===== src/rtl/i2rws_pkg.sv =====
// Shared types, limits and helper functions for the im2row window scatter block.
package i2rws_pkg;

  localparam int unsigned MAX_BATCH    = 64;
  localparam int unsigned MAX_CHANNELS = 256;
  localparam int unsigned MAX_SIDE     = 256;
  localparam int unsigned MAX_KERNEL   = 8;
  localparam int unsigned STEP_LIMIT   = 8;
  localparam int unsigned QUEUE_DEPTH  = 2;

  localparam int unsigned WORD_W = 64;
  localparam int unsigned ROW_W  = 22;
  localparam int unsigned COL_W  = 14;
  localparam int unsigned IDX_W  = 3;
  localparam int unsigned DATA_W = 9;

  typedef enum logic [IDX_W-1:0] {
    REG_BATCH_COUNT   = 3'd0,
    REG_CHANNEL_COUNT = 3'd1,
    REG_IMAGE_HEIGHT  = 3'd2,
    REG_IMAGE_WIDTH   = 3'd3,
    REG_KERNEL_HEIGHT = 3'd4,
    REG_KERNEL_WIDTH  = 3'd5,
    REG_STEP_SIZE     = 3'd6
  } reg_idx_t;

  typedef enum logic [1:0] {
    SU_IDLE,
    SU_LOAD,
    SU_DIV,
    SU_MUL
  } setup_state_t;

  // Clamped configuration as seen by the datapath.
  typedef struct packed {
    logic [6:0] nb;
    logic [8:0] nc;
    logic [8:0] h;
    logic [8:0] w;
    logic [3:0] kh;
    logic [3:0] kw;
    logic [3:0] s;
  } cfg_t;

  // Derived window geometry.
  typedef struct packed {
    logic [8:0]  cw;
    logic [16:0] chcw;
    logic [6:0]  khkw;
  } geom_t;

  // One classified element waiting for the scatter stage.
  typedef struct packed {
    logic [WORD_W-1:0] word;
    logic [ROW_W-1:0]  first_row;
    logic [COL_W-1:0]  chan_base;
    logic [2:0]        kr0;
    logic [2:0]        kc0;
    logic [7:0]        r;
    logic [7:0]        c;
  } entry_t;

  // First (lowest index) window along one axis.
  typedef struct packed {
    logic       found;
    logic [2:0] t;
    logic [2:0] k0;
  } first_t;

  function automatic logic [8:0] clamp_reg(input logic [8:0] v, input logic [8:0] top);
    logic [8:0] res;
    res = v;
    if (v == 9'd0) res = 9'd1;
    else if (v > top) res = top;
    return res;
  endfunction

  // Largest kernel offset k0 = m + t*s that is <= min(k-1, pos); the window
  // index is then pos div s minus t.
  function automatic first_t first_window(input logic [7:0] pos, input logic [2:0] m,
                                          input logic [3:0] k, input logic [3:0] s);
    logic [7:0] lim;
    logic [6:0] cand;
    first_t     res;
    lim = (pos < {4'd0, k - 4'd1}) ? pos : {4'd0, k - 4'd1};
    res = '0;
    res.found = ({5'd0, m} <= lim);
    for (int t = 0; t < 8; t++) begin
      cand = 7'(m) + 7'(t) * 7'(s);
      if ({1'b0, cand} <= lim) begin
        res.t  = 3'(t);
        res.k0 = cand[2:0];
      end
    end
    return res;
  endfunction

endpackage


===== src/rtl/im2row_window_scatter_nchw.sv =====
// Top level of the im2row window scatter block for NCHW tensors.
//
// Tensor elements enter one per push in raster order (column fastest, then
// row, channel, batch); the block keeps the position of the next element and,
// for each element, emits one result per im2row matrix place it lands in:
// dest_row = n*CH*CW + window_row*CW + window_col and
// dest_col = c*KH*KW + kernel_row*KW + kernel_col, in ascending window order,
// the final one flagged by last_of_run. Elements covered by no window
// produce no result, but still advance the position, which wraps at the end
// of the tensor. Register values of zero act as 1 and values above the limit
// act as the limit. Any write to a defined register index returns the
// position to the first element and restarts the geometry unit, which holds
// full high while it divides (H-KH) and (W-KW) by the stride a bit per
// cycle and forms CH*CW; the same pass runs after reset. Writes to the
// undefined index are accepted and ignored. While pop is held, the scatter
// stage presents one result per cycle; an element has one result per
// window that covers it (9 for a 3x3 kernel at stride 1 inside the image,
// up to 64), with no gap between elements. A front stage classifies elements
// as they arrive and a short queue lets elements with no results, and the
// next few elements, go in while results are still being drained.
module im2row_window_scatter_nchw #(
  parameter int unsigned QUEUE_DEPTH = i2rws_pkg::QUEUE_DEPTH
) (
  input  logic                          clk,
  input  logic                          rst,
  // element input
  input  logic                          push,
  output logic                          full,
  input  logic [i2rws_pkg::WORD_W-1:0]  pixel_word,
  // result output
  output logic                          empty,
  input  logic                          pop,
  output logic [i2rws_pkg::WORD_W-1:0]  out_word,
  output logic [i2rws_pkg::ROW_W-1:0]   dest_row,
  output logic [i2rws_pkg::COL_W-1:0]   dest_col,
  output logic                          last_of_run,
  // configuration writes
  input  logic                          cfg_valid,
  output logic                          cfg_ready,
  input  logic [i2rws_pkg::IDX_W-1:0]   cfg_index,
  input  logic [i2rws_pkg::DATA_W-1:0]  cfg_data
);

  // Raw register contents; clamping happens on the read side.
  logic [6:0] batch_count;
  logic [8:0] channel_count;
  logic [8:0] image_height;
  logic [8:0] image_width;
  logic [3:0] kernel_height;
  logic [3:0] kernel_width;
  logic [3:0] step_size;

  logic cfg_we, cfg_known, cfg_hit;
  logic busy, accept;
  logic q_push, q_full, q_pop, q_empty;

  i2rws_pkg::cfg_t   cfg;
  i2rws_pkg::geom_t  geom;
  i2rws_pkg::entry_t q_din, q_dout;

  assign cfg_ready = 1'b1;
  assign cfg_we    = cfg_valid && cfg_ready;

  always_comb begin
    unique case (cfg_index) inside
      i2rws_pkg::REG_BATCH_COUNT, i2rws_pkg::REG_CHANNEL_COUNT,
      i2rws_pkg::REG_IMAGE_HEIGHT, i2rws_pkg::REG_IMAGE_WIDTH,
      i2rws_pkg::REG_KERNEL_HEIGHT, i2rws_pkg::REG_KERNEL_WIDTH,
      i2rws_pkg::REG_STEP_SIZE: cfg_known = 1'b1;
      default:                  cfg_known = 1'b0;
    endcase
  end

  assign cfg_hit = cfg_we && cfg_known;

  always_ff @(posedge clk) begin
    if (rst) begin
      batch_count   <= 7'd1;
      channel_count <= 9'd1;
      image_height  <= 9'd8;
      image_width   <= 9'd8;
      kernel_height <= 4'd3;
      kernel_width  <= 4'd3;
      step_size     <= 4'd1;
    end else if (cfg_we) begin
      unique case (cfg_index)
        i2rws_pkg::REG_BATCH_COUNT:   batch_count   <= cfg_data[6:0];
        i2rws_pkg::REG_CHANNEL_COUNT: channel_count <= cfg_data;
        i2rws_pkg::REG_IMAGE_HEIGHT:  image_height  <= cfg_data;
        i2rws_pkg::REG_IMAGE_WIDTH:   image_width   <= cfg_data;
        i2rws_pkg::REG_KERNEL_HEIGHT: kernel_height <= cfg_data[3:0];
        i2rws_pkg::REG_KERNEL_WIDTH:  kernel_width  <= cfg_data[3:0];
        i2rws_pkg::REG_STEP_SIZE:     step_size     <= cfg_data[3:0];
        default: ;
      endcase
    end
  end

  // Effective (clamped) configuration.
  always_comb begin
    cfg.nb = 7'(i2rws_pkg::clamp_reg({2'b0, batch_count}, 9'(i2rws_pkg::MAX_BATCH)));
    cfg.nc = i2rws_pkg::clamp_reg(channel_count, 9'(i2rws_pkg::MAX_CHANNELS));
    cfg.h  = i2rws_pkg::clamp_reg(image_height, 9'(i2rws_pkg::MAX_SIDE));
    cfg.w  = i2rws_pkg::clamp_reg(image_width, 9'(i2rws_pkg::MAX_SIDE));
    cfg.kh = 4'(i2rws_pkg::clamp_reg({5'b0, kernel_height}, 9'(i2rws_pkg::MAX_KERNEL)));
    cfg.kw = 4'(i2rws_pkg::clamp_reg({5'b0, kernel_width}, 9'(i2rws_pkg::MAX_KERNEL)));
    cfg.s  = 4'(i2rws_pkg::clamp_reg({5'b0, step_size}, 9'(i2rws_pkg::STEP_LIMIT)));
  end

  // Input is held off while geometry is recomputed or the queue is full.
  assign full   = busy || q_full;
  assign accept = push && !full;

  i2rws_setup u_setup (
    .clk   (clk),
    .rst   (rst),
    .start (cfg_hit),
    .cfg   (cfg),
    .geom  (geom),
    .busy  (busy)
  );

  i2rws_front u_front (
    .clk        (clk),
    .rst        (rst),
    .clear      (cfg_hit),
    .cfg        (cfg),
    .geom       (geom),
    .accept     (accept),
    .pixel_word (pixel_word),
    .push       (q_push),
    .entry      (q_din)
  );

  i2rws_fifo #(
    .DEPTH (QUEUE_DEPTH)
  ) u_fifo (
    .clk   (clk),
    .rst   (rst),
    .push  (q_push),
    .din   (q_din),
    .full  (q_full),
    .pop   (q_pop),
    .dout  (q_dout),
    .empty (q_empty)
  );

  i2rws_back u_back (
    .clk         (clk),
    .rst         (rst),
    .cfg         (cfg),
    .geom        (geom),
    .q_empty     (q_empty),
    .q_dout      (q_dout),
    .q_pop       (q_pop),
    .pop         (pop),
    .out_word    (out_word),
    .dest_row    (dest_row),
    .dest_col    (dest_col),
    .last_of_run (last_of_run),
    .empty       (empty)
  );

  // A defined-register write always restarts the geometry pass, so input stalls next cycle.
  a_cfg_stalls_input: assert property (@(posedge clk) disable iff (rst)
    cfg_hit |=> full)
    else $error("input not stalled after configuration write");

  // A run of results never breaks before its flagged last result.
  a_run_unbroken: assert property (@(posedge clk) disable iff (rst)
    (!empty && pop && !last_of_run) |=> !empty)
    else $error("result run ended without last_of_run");

endmodule


===== src/rtl/i2rws_setup.sv =====
// Multi-cycle unit that derives window counts and areas from the configuration.
module i2rws_setup (
  input  logic                 clk,
  input  logic                 rst,
  input  logic                 start,
  input  i2rws_pkg::cfg_t      cfg,
  output i2rws_pkg::geom_t     geom,
  output logic                 busy
);

  i2rws_pkg::setup_state_t state, state_next;

  logic [7:0] dvd_r, dvd_c;
  logic [3:0] rem_r, rem_c;
  logic       zero_r, zero_c;
  logic [2:0] cnt;
  logic [8:0] ch_n, cw_n;

  // One restoring division step: shift in next dividend bit, subtract if it fits.
  function automatic logic [11:0] div_step(input logic [7:0] dvd, input logic [3:0] rem,
                                          input logic [3:0] s);
    logic [4:0] sh;
    logic       ge;
    logic [3:0] rem_n;
    sh    = {rem, dvd[7]};
    ge    = (sh >= {1'b0, s});
    rem_n = ge ? 4'(sh - {1'b0, s}) : sh[3:0];
    return {rem_n, dvd[6:0], ge};
  endfunction

  always_ff @(posedge clk) begin
    if (rst) begin
      state <= i2rws_pkg::SU_LOAD;
    end else begin
      state <= state_next;
    end
  end

  always_comb begin
    state_next = state;
    unique case (state)
      i2rws_pkg::SU_IDLE: state_next = i2rws_pkg::SU_IDLE;
      i2rws_pkg::SU_LOAD: state_next = i2rws_pkg::SU_DIV;
      i2rws_pkg::SU_DIV:  state_next = (cnt == 3'd7) ? i2rws_pkg::SU_MUL : i2rws_pkg::SU_DIV;
      i2rws_pkg::SU_MUL:  state_next = i2rws_pkg::SU_IDLE;
      default:            state_next = i2rws_pkg::SU_IDLE;
    endcase
    if (start) state_next = i2rws_pkg::SU_LOAD;
    busy = (state != i2rws_pkg::SU_IDLE);
  end

  assign ch_n = zero_r ? 9'd0 : {1'b0, dvd_r} + 9'd1;
  assign cw_n = zero_c ? 9'd0 : {1'b0, dvd_c} + 9'd1;

  always_ff @(posedge clk) begin
    case (state)
      i2rws_pkg::SU_LOAD: begin
        zero_r <= ({5'd0, cfg.kh} > cfg.h);
        zero_c <= ({5'd0, cfg.kw} > cfg.w);
        dvd_r  <= 8'(cfg.h - {5'd0, cfg.kh});
        dvd_c  <= 8'(cfg.w - {5'd0, cfg.kw});
        rem_r  <= 4'd0;
        rem_c  <= 4'd0;
        cnt    <= 3'd0;
      end
      i2rws_pkg::SU_DIV: begin
        {rem_r, dvd_r} <= div_step(dvd_r, rem_r, cfg.s);
        {rem_c, dvd_c} <= div_step(dvd_c, rem_c, cfg.s);
        cnt <= cnt + 3'd1;
      end
      i2rws_pkg::SU_MUL: begin
        geom.cw   <= cw_n;
        geom.chcw <= 17'(ch_n) * 17'(cw_n);
        geom.khkw <= 7'(cfg.kh) * 7'(cfg.kw);
      end
      default: ;
    endcase
  end

endmodule


===== src/rtl/i2rws_front.sv =====
// Front end: tracks the tensor position and classifies each incoming item.
module i2rws_front (
  input  logic                          clk,
  input  logic                          rst,
  input  logic                          clear,
  input  i2rws_pkg::cfg_t               cfg,
  input  i2rws_pkg::geom_t              geom,
  input  logic                          accept,
  input  logic [i2rws_pkg::WORD_W-1:0]  pixel_word,
  output logic                          push,
  output i2rws_pkg::entry_t             entry
);

  logic [5:0]                   batch_pos;
  logic [7:0]                   channel_pos, row_pos, col_pos;
  logic [7:0]                   r_q, c_q;
  logic [2:0]                   r_m, c_m;
  logic [i2rws_pkg::ROW_W-1:0]  batch_base;
  logic [i2rws_pkg::COL_W-1:0]  chan_base;

  i2rws_pkg::first_t fr, fc;
  logic              row_fit, col_fit;
  logic [7:0]        wr0, wc0;
  logic [16:0]       row_prod;
  logic              col_wrap, row_wrap, chan_wrap, batch_wrap, c_mwrap, r_mwrap;

  assign fr = i2rws_pkg::first_window(row_pos, r_m, cfg.kh, cfg.s);
  assign fc = i2rws_pkg::first_window(col_pos, c_m, cfg.kw, cfg.s);

  // Window must lie inside the image: start + k <= side.
  assign row_fit = ({1'b0, row_pos} - 9'(fr.k0) + 9'(cfg.kh)) <= cfg.h;
  assign col_fit = ({1'b0, col_pos} - 9'(fc.k0) + 9'(cfg.kw)) <= cfg.w;

  assign wr0      = r_q - 8'(fr.t);
  assign wc0      = c_q - 8'(fc.t);
  assign row_prod = 17'(wr0) * 17'(geom.cw);

  assign push = accept && fr.found && fc.found && row_fit && col_fit;

  always_comb begin
    entry.word      = pixel_word;
    entry.first_row = batch_base + 22'(row_prod) + 22'(wc0);
    entry.chan_base = chan_base;
    entry.kr0       = fr.k0;
    entry.kc0       = fc.k0;
    entry.r         = row_pos;
    entry.c         = col_pos;
  end

  assign col_wrap   = ({1'b0, col_pos} + 9'd1) >= cfg.w;
  assign row_wrap   = ({1'b0, row_pos} + 9'd1) >= cfg.h;
  assign chan_wrap  = ({1'b0, channel_pos} + 9'd1) >= cfg.nc;
  assign batch_wrap = ({1'b0, batch_pos} + 7'd1) >= cfg.nb;
  assign c_mwrap    = ({1'b0, c_m} + 4'd1) == cfg.s;
  assign r_mwrap    = ({1'b0, r_m} + 4'd1) == cfg.s;

  always_ff @(posedge clk) begin
    if (rst || clear) begin
      batch_pos   <= '0;
      channel_pos <= '0;
      row_pos     <= '0;
      col_pos     <= '0;
      r_q         <= '0;
      r_m         <= '0;
      c_q         <= '0;
      c_m         <= '0;
      batch_base  <= '0;
      chan_base   <= '0;
    end else if (accept) begin
      if (!col_wrap) begin
        col_pos <= col_pos + 8'd1;
        if (c_mwrap) begin
          c_m <= 3'd0;
          c_q <= c_q + 8'd1;
        end else begin
          c_m <= c_m + 3'd1;
        end
      end else begin
        col_pos <= '0;
        c_q     <= '0;
        c_m     <= '0;
        if (!row_wrap) begin
          row_pos <= row_pos + 8'd1;
          if (r_mwrap) begin
            r_m <= 3'd0;
            r_q <= r_q + 8'd1;
          end else begin
            r_m <= r_m + 3'd1;
          end
        end else begin
          row_pos <= '0;
          r_q     <= '0;
          r_m     <= '0;
          if (!chan_wrap) begin
            channel_pos <= channel_pos + 8'd1;
            chan_base   <= chan_base + 14'(geom.khkw);
          end else begin
            channel_pos <= '0;
            chan_base   <= '0;
            if (!batch_wrap) begin
              batch_pos  <= batch_pos + 6'd1;
              batch_base <= batch_base + 22'(geom.chcw);
            end else begin
              batch_pos  <= '0;
              batch_base <= '0;
            end
          end
        end
      end
    end
  end

endmodule


===== src/rtl/i2rws_fifo.sv =====
// Small flop-based queue of classified items between front and back.
module i2rws_fifo #(
  parameter int unsigned DEPTH = i2rws_pkg::QUEUE_DEPTH
) (
  input  logic               clk,
  input  logic               rst,
  input  logic               push,
  input  i2rws_pkg::entry_t  din,
  output logic               full,
  input  logic               pop,
  output i2rws_pkg::entry_t  dout,
  output logic               empty
);

  localparam int unsigned PW = (DEPTH > 1) ? $clog2(DEPTH) : 1;
  localparam int unsigned CW = $clog2(DEPTH + 1);

  i2rws_pkg::entry_t mem [DEPTH];
  logic [PW-1:0]     wr_ptr, rd_ptr;
  logic [CW-1:0]     count;
  logic              do_push, do_pop;

  assign full    = (count == CW'(DEPTH));
  assign empty   = (count == '0);
  assign do_push = push && !full;
  assign do_pop  = pop && !empty;
  assign dout    = mem[rd_ptr];

  always_ff @(posedge clk) begin
    if (rst) begin
      wr_ptr <= '0;
      rd_ptr <= '0;
      count  <= '0;
    end else begin
      if (do_push) wr_ptr <= (wr_ptr == PW'(DEPTH - 1)) ? '0 : wr_ptr + PW'(1);
      if (do_pop)  rd_ptr <= (rd_ptr == PW'(DEPTH - 1)) ? '0 : rd_ptr + PW'(1);
      if (do_push && !do_pop)      count <= count + CW'(1);
      else if (do_pop && !do_push) count <= count - CW'(1);
    end
  end

  always_ff @(posedge clk) begin
    if (do_push) mem[wr_ptr] <= din;
  end

endmodule


===== src/rtl/i2rws_back.sv =====
// Back end: walks each item's windows; one result per cycle while pop is held.
module i2rws_back (
  input  logic                          clk,
  input  logic                          rst,
  input  i2rws_pkg::cfg_t               cfg,
  input  i2rws_pkg::geom_t              geom,
  input  logic                          q_empty,
  input  i2rws_pkg::entry_t             q_dout,
  output logic                          q_pop,
  input  logic                          pop,
  output logic [i2rws_pkg::WORD_W-1:0]  out_word,
  output logic [i2rws_pkg::ROW_W-1:0]   dest_row,
  output logic [i2rws_pkg::COL_W-1:0]   dest_col,
  output logic                          last_of_run,
  output logic                          empty
);

  logic                         active;
  logic [i2rws_pkg::WORD_W-1:0] word;
  logic [i2rws_pkg::ROW_W-1:0]  row_line, row_cur;
  logic [i2rws_pkg::COL_W-1:0]  chan_base;
  logic [2:0]                   kr, kc, kc0;
  logic [7:0]                   r, c;

  logic col_more, row_more, take, load;

  // Next window to the right / below still inside the image?
  assign col_more = ({1'b0, kc} >= cfg.s) &&
                    (({2'b0, c} - 10'(kc) + 10'(cfg.s) + 10'(cfg.kw)) <= {1'b0, cfg.w});
  assign row_more = ({1'b0, kr} >= cfg.s) &&
                    (({2'b0, r} - 10'(kr) + 10'(cfg.s) + 10'(cfg.kh)) <= {1'b0, cfg.h});

  assign last_of_run = !col_more && !row_more;
  assign take        = pop && active;
  assign load        = (!active || (take && last_of_run)) && !q_empty;
  assign q_pop       = load;

  assign empty    = !active;
  assign out_word = word;
  assign dest_row = row_cur;
  assign dest_col = chan_base + 14'(kr) * 14'(cfg.kw) + 14'(kc);

  always_ff @(posedge clk) begin
    if (rst) begin
      active <= 1'b0;
    end else if (load) begin
      active <= 1'b1;
    end else if (take && last_of_run) begin
      active <= 1'b0;
    end
  end

  always_ff @(posedge clk) begin
    if (load) begin
      word      <= q_dout.word;
      row_line  <= q_dout.first_row;
      row_cur   <= q_dout.first_row;
      chan_base <= q_dout.chan_base;
      kr        <= q_dout.kr0;
      kc        <= q_dout.kc0;
      kc0       <= q_dout.kc0;
      r         <= q_dout.r;
      c         <= q_dout.c;
    end else if (take && !last_of_run) begin
      if (col_more) begin
        kc      <= kc - 3'(cfg.s);
        row_cur <= row_cur + 22'd1;
      end else begin
        kr       <= kr - 3'(cfg.s);
        kc       <= kc0;
        row_line <= row_line + 22'(geom.cw);
        row_cur  <= row_line + 22'(geom.cw);
      end
    end
  end

endmodule

===== config.mk =====
export PLATFORM = sky130hd
export DESIGN_NAME = im2row_window_scatter_nchw
export DESIGN_NICKNAME = d
export VERILOG_FILES = /design/src/rtl/i2rws_pkg.sv /design/src/rtl/im2row_window_scatter_nchw.sv /design/src/rtl/i2rws_setup.sv /design/src/rtl/i2rws_front.sv /design/src/rtl/i2rws_fifo.sv /design/src/rtl/i2rws_back.sv
export SDC_FILE = /design/constraint.sdc
export NUM_CORES = 2
export LEC_CHECK = 0
export ABC_AREA = 1
export BUFFER_PORTS_ARGS = -buffer_cell sky130_fd_sc_hd__buf_2
export CAP_MARGIN = 10
export CORE_MARGIN = 2
export CORE_UTILIZATION = 40
export CTS_CLUSTER_DIAMETER = 80
export DETAILED_ROUTE_END_ITERATION = 8
export PLACE_DENSITY = 0.64
export SLEW_MARGIN = 20
export SYNTH_ARGS = -nofsm -noshare
export SYNTH_HDL_FRONTEND = slang
export SYNTH_HIERARCHICAL = 1
export SYNTH_SLANG_ARGS = --single-unit

===== constraint.sdc =====
create_clock -name clk -period 37.6 [get_ports clk]
set_clock_uncertainty 0.2 [all_clocks]
set_input_delay 7.52 -clock clk [delete_from_list [all_inputs] [get_ports clk]]
set_output_delay 7.52 -clock clk [all_outputs]
set_load 0.02 [all_outputs]

# Word level (Yosys, flattened, before mapping)
# Memories as Yosys holds them, arrays and structs flattened. A register that Yosys moved wholly into a read port is not among the register bits.
# Index checks and enable logic that the tools add are counted.
[op_classes]
n_mul = 8
muxes = 80
n_lt_le_gt_ge = 39
n_addsub = 63
reduce_logical = 62
eq_ne = 14
[op_table]
columns = ["op", "count"]
rows = [
  ["$mux 22", 7],
  ["$le 7x8->1", 14],
  ["$mux 8", 9],
  ["$mux 9", 8],
  ["$mux 6", 9],
  ["$add 8x1->9 const B", 5],
  ["$add 22x17->22", 2],
  ["$add 3x7->7", 6],
  ["$add 10x4->10", 4],
  ["$add 8x1->8 const B", 5],
  ["$mux 4", 10],
  ["$mux 3", 12],
  ["$sub 8x3->9", 4],
  ["$pmux 8 s2", 2],
  ["$add 14x7->14", 2],
  ["$add 3x6->7", 4],
  ["$ge 9x9->1", 3],
  ["$gt 9x9->1 const B", 3],
  ["$logic_not 9->1", 3],
  ["$add 22x1->22 const B", 1],
  ["$add 22x8->22", 1],
  ["$add 22x9->22", 1],
  ["$le 10x9->1", 2],
  ["$mux 5", 4],
  ["other kinds (58)", 145],
]
[totals]
ff_bits = 350
memories = 1
mem_bits_rw = 244
output_inout_bits = 104
wordCells = 308
in_bits = 81
[memory_table]
columns = ["name", "depth", "width", "read_ports", "rd_clocked_by_memory_dff", "write_ports", "line", "text"]
rows = [
  ["u_fifo.mem", 2, 122, 1, 1, 1, "i2rws_fifo.sv:18", "i2rws_pkg::entry_t mem [DEPTH];"],
]

# Longest topological paths before layout
[depth]
word_depth = 25
mapped_depth = 64
ltp_nobuf = 64

# Modules after synthesis
# Netlist, hierarchy kept.
[modules_own_cells]
columns = ["module", "area_per_inst_um2", "seq_area_each_um2", "cells_each", "instances"]
rows = [
  ["i2rws_front", 15701.3, 1761.7, 2162, 1],
  ["i2rws_fifo", 9380.2, 7427.1, 417, 1],
  ["i2rws_back", 9190.1, 4434.3, 937, 1],
  ["i2rws_setup", 6663.9, 1901.8, 815, 1],
  ["im2row_window_scatter_nchw", 2213.4, 920.9, 342, 1],
]

# Worst setup path after synthesis
# No wires, ideal clock.
[synth_timing]
path_kind = "input port to flip-flop"
startpoint = "input push"
endpoint = "memory u_fifo/mem[0][0] (netlist name) (enable)"
n_path_buf = 1
required_ps = 36795
cell_stages = 7
arrival_time_ps = 13509
setup_ps = 605
setup_slack_ps = 23285
path_cell_list = "inv_1 > nor2_1 > clkbuf_1 > o2111ai_1 > nor2_1 > o21ai_0 > nor2_1"
[synth_via]
elab_chain_cells = 8
[synth_lines]
columns = ["element", "line", "text"]
rows = [
  ["start, declared", "im2row_window_scatter_nchw.sv:27", "input logic push,"],
  ["$logic_and 1x1->1", "im2row_window_scatter_nchw.sv:112", "assign accept = push && !full;"],
  ["via accept", "im2row_window_scatter_nchw.sv:54", "logic busy, accept;"],
  ["$logic_and 1x1->1 (4 in a row)", "i2rws_front.sv:38", "assign push = accept && fr.found && fc.found && row_fit && col_fit;"],
  ["via q_push", "im2row_window_scatter_nchw.sv:55", "logic q_push, q_full, q_pop, q_empty;"],
  ["$logic_and 1x1->1", "i2rws_fifo.sv:25", "assign do_push = push && !full;"],
  ["$mux 1", "i2rws_fifo.sv:43", "if (do_push) mem[wr_ptr] <= din;"],
  ["$mux 1 (not written as such)", "i2rws_fifo.sv:43", ""],
  ["end, declared", "i2rws_fifo.sv:18", ""],
]
# The timed path passes the listed nets, and every way through them passes these cells.

==> impl_metrics.json <==
{
  "first_pass_iters": 5,
  "vias_per_cell": 5.028,
  "setup_viol": 0,
  "yosysTopAreaCellShare_pct": 31.53,
  "switching_power_uw": 1349,
  "worst_slew_pin_slew_ps": 1114,
  "fmax_mhz": 75.24,
  "ys.flop_type": "edfxtp_1",
  "avgSynthCellArea_um2": 9.234,
  "grtUsageMet3_pct": 2.909,
  "crit-reg2reg-launch": "kernel_height[3]",
  "root_buffer": "clkbuf_16",
  "seq_area_mm2": 0.01645,
  "top_usage_layer": "met2",
  "antenna_found_initial": 5,
  "die_h_um": 332.4,
  "synth_edf_count": 453,
  "slowest_stage": "nor2_1",
  "io_buffers": 183,
  "seq_area_frac_synth_pct": 38.11,
  "finalCriticalPeriod_ps": 13290,
  "wl_per_cell_um": 16.22,
  "ir_drop_uv": 173.5,
  "worstSkewPairLatency_ps": 620,
  "clock-sinks": 595,
  "relSlewSlack_pct": 25.45,
  "worst_path_largest_cell_delay_ps": 810,
  "grt_max_degree": 65,
  "yosysWarnings": 6,
  "leakagePower_uw": 0.02155,
  "drive_above_1_share_pct": 11.64,
  "yosys-top-cells-count": "815 x nand2_1, 752 x inv_1, 453 x edfxtp_1",
  "numCtsBuffers": 66,
  "gp_congestion": 0.9124,
  "p_clk_share_pct": 19.8,
  "clk_pin_slew_ps": 60,
  "vias": 31560,
  "swShare_pct": 41.24,
  "synth_most_common_cell": "nand2_1",
  "cts_hold_buf": 0,
  "met2_usage_pct": 30.43,
  "crit_arrival_ps": 5570,
  "final_nets": 5517,
  "hp-class": "reg2reg",
  "synthArstFlopShare_pct": 0,
  "power_uw": 3273,
  "fillers": 10160,
  "path_max_fanout": 14,
  "min_from": "u_front/chan_base[13]",
  "period_share_pct": 35.35,
  "grt_overflow_total": 0,
  "clockBufferDepth": 3,
  "r2r_slack_ps": 25590,
  "intPower_uw": 1923,
  "synth_seq_cells": 595,
  "syn_area_mm2": 0.04315,
  "multi_input_area_mm2": 0.02290,
  "synth_area_leaders": "edfxtp_1 32%, ha_1 13%, fa_1 7.7%",
  "hpwl_um": 77980,
  "pwr-share-comb_pct": 52.2,
  "initial_utilization_pct": 40.31,
  "fin_setup_tns_ps": 0,
  "die_w_um": 332.4,
  "htree_num_levels": 3,
  "grt_pass1_vias": 31050,
  "grt_pass1_wl_um": 162900,
  "rsz0062_at_grt": "no",
  "cap_violations": 0,
  "p_seq_share_pct": 28.0,
  "worst_setup_path_end_kind": "output port",
  "synth_cells": 4673,
  "syn_nets": 5368,
  "holdPathStages": 0,
  "grt_use_total_pct": 18.29,
  "synth_cell_type_count": 73,
  "cts_tree": "built",
  "synthToLayoutAreaGrowth_pct": 9.656,
  "cts_resized": 0,
  "slew_violations": 0,
  "hold_viol": 0,
  "outcome": "finished, final reports clean",
  "power_density_mw_per_mm2": 69.16,
  "ant_nets": 0,
  "drt_iter0_markers": 2063,
  "drcViolationCount": 0,
  "crit-reg2reg-capture": "u_fifo/mem[1][56]",
  "grt.met1_usage_pct": 24.25,
  "post_cts_buffers": 0,
  "crit_required_ps": 29880,
  "die-area_mm2": 0.1105,
  "core_area_mm2": 0.1071,
  "worstSetupStartpointType": "register",
  "r2r_cells": 52,
  "worst-path-buf-inv": 1,
  "whs_endpoint": "u_fifo/mem[1][35]",
  "row_count": 120,
  "routed_wl_um": 101800,
  "critPathTopFamily": "adder cells",
  "yosysTopAreaCell": "edfxtp_1",
  "io-pin-count": 185,
  "crit_chain": "nor2_1, nand2_1, fa_1, fa_1, fa_1, fa_1, o21ai_0, a21oi_1, o21bai_1, nand2_1, nand2_1, nand2_1, nor2_1, xor2_1, buf_2",
  "crit_type": "reg2out"
}
## flip-flops by register name, summed over array words and instances, names as in the netlist, 8 cells and up, named ones only
name	cells
u_front/channel_pos	8
u_back/dest_row	22
u_back/row_line	22
image_height	9
u_back/chan_base	14
u_front/r_q	8
u_fifo/mem	244
u_back/out_word	64
u_back/r	8
u_front/chan_base	14
u_front/col_pos	8
image_width	9
channel_count	9
u_setup/dvd_c	8
u_back/c	8
u_setup/dvd_r	8
u_front/row_pos	8
u_front/batch_base	22
u_setup/geom	33
u_front/c_q	8
## placed cells by master, fill, tap and decap left out, types with 49 or more instances in the layout
cell type  netlist  routed
dfxtp_1        142     141
a21oi_1        245     245
buf_2           14     183
xnor2_1         71      71
ha_1           447     445
nand2_1        815     815
clkbuf_16        0      68
nor2_1         440     437
xor2_1         144     144
nand3_1        177     177
edfxtp_1       453     453
mux2_4          80      80
o21ai_0        182     180
fa_1           167     167
inv_1          752     751
nor3_1          49      49
## power by group through the flow
stage	sequential, uW	combinational (uW)	clock, uW
2_1_floorplan	933	1310	0
3_3_place_gp	930	1660	0
3_5_place_dp	930	1700	0
4_1_cts	917	1720	670
5_1_grt	920	1970	689
6_report	917	1710	649
## worst reg2reg max path, delay by kind of cell, from the launching register on
family / cells / cell delay (ps)
adders and majority gates: 9 / 3970
and+or+nand+nor: 21 / 3630
AOI/OAI and AO/OA: 12 / 2400
buffers and inverters: 8 / 660
DFF: 1 / 490
xor gates and xnor gates: 2 / 400
## cell families (layout without fill, tap and decap cells)
| kind of cell | Yosys count | in the layout | share of synthesized area [%] |
|---|---|---|---|
| AND/OR/NAND/NOR | 1647 | 1647 | 16.53 |
| buffers and inverters | 906 | 1106 | 8.896 |
| adder cells (fa/ha/maj) | 614 | 614 | 20.71 |
| flip-flops | 595 | 595 | 38.11 |
| AO/OA/AOI/OAI | 572 | 572 | 7.455 |
| XOR/XNOR | 216 | 216 | 4.402 |
| multiplexers | 122 | 122 | 3.880 |
| other | 1 | 2 | 0.008691 |
## how the worst max path moves through the flow
stage / startpoint / end / slack [ps] / depth (start not counted)
global route: kernel_width[3] / dest_col[13] / 23870 / 15
CTS: kernel_width[3] / dest_col[13] / 24180 / 15
floorplan: push / u_fifo/mem[0][0] / 23290 / 7
finish: kernel_width[3] / dest_col[13] / 24310 / 15
detailed placement: kernel_width[3] / dest_col[13] / 24860 / 15
global placement: kernel_width[3] / dest_col[13] / 24950 / 15
## final cells by class
cell class	instances	share of cell area, %
Timing Repair Buffer	209	2.348
Antenna cell	1	0.005289
Clock buffer	79	3.726
Multi-Input combinational cell	3172	48.39
Sequential cell	595	34.77
Tap cell	1403	3.710
Clock inverter	40	0.8594
Inverter	778	6.191
## per-layer routing
metal / vias to the layer above / wire [um]
met5: - / 51
met4: 8 / 2884
met3: 166 / 6114
met2: 825 / 46930
met1: 14950 / 45860
li1: 15610 / -
## stage by stage
stage | utilization, % | hold WS [ps] | instances | worst slack, ps | cell area, um^2
global placement | 42.17 | 236.2 | 6157 | 24950 | 45140
global route | 44.20 | 280.7 | 6276 | 23870 | 47310
finish | 44.20 | 253.9 | 6277 | 24310 | 47320
CTS | 44.19 | 255.5 | 6276 | 24180 | 47310
detailed placement | 42.17 | 241.2 | 6157 | 24860 | 45140
floorplan | - | 225.6 | 4673 | 23290 | 43150
Note: power is estimated with default switching activity, not from simulation.
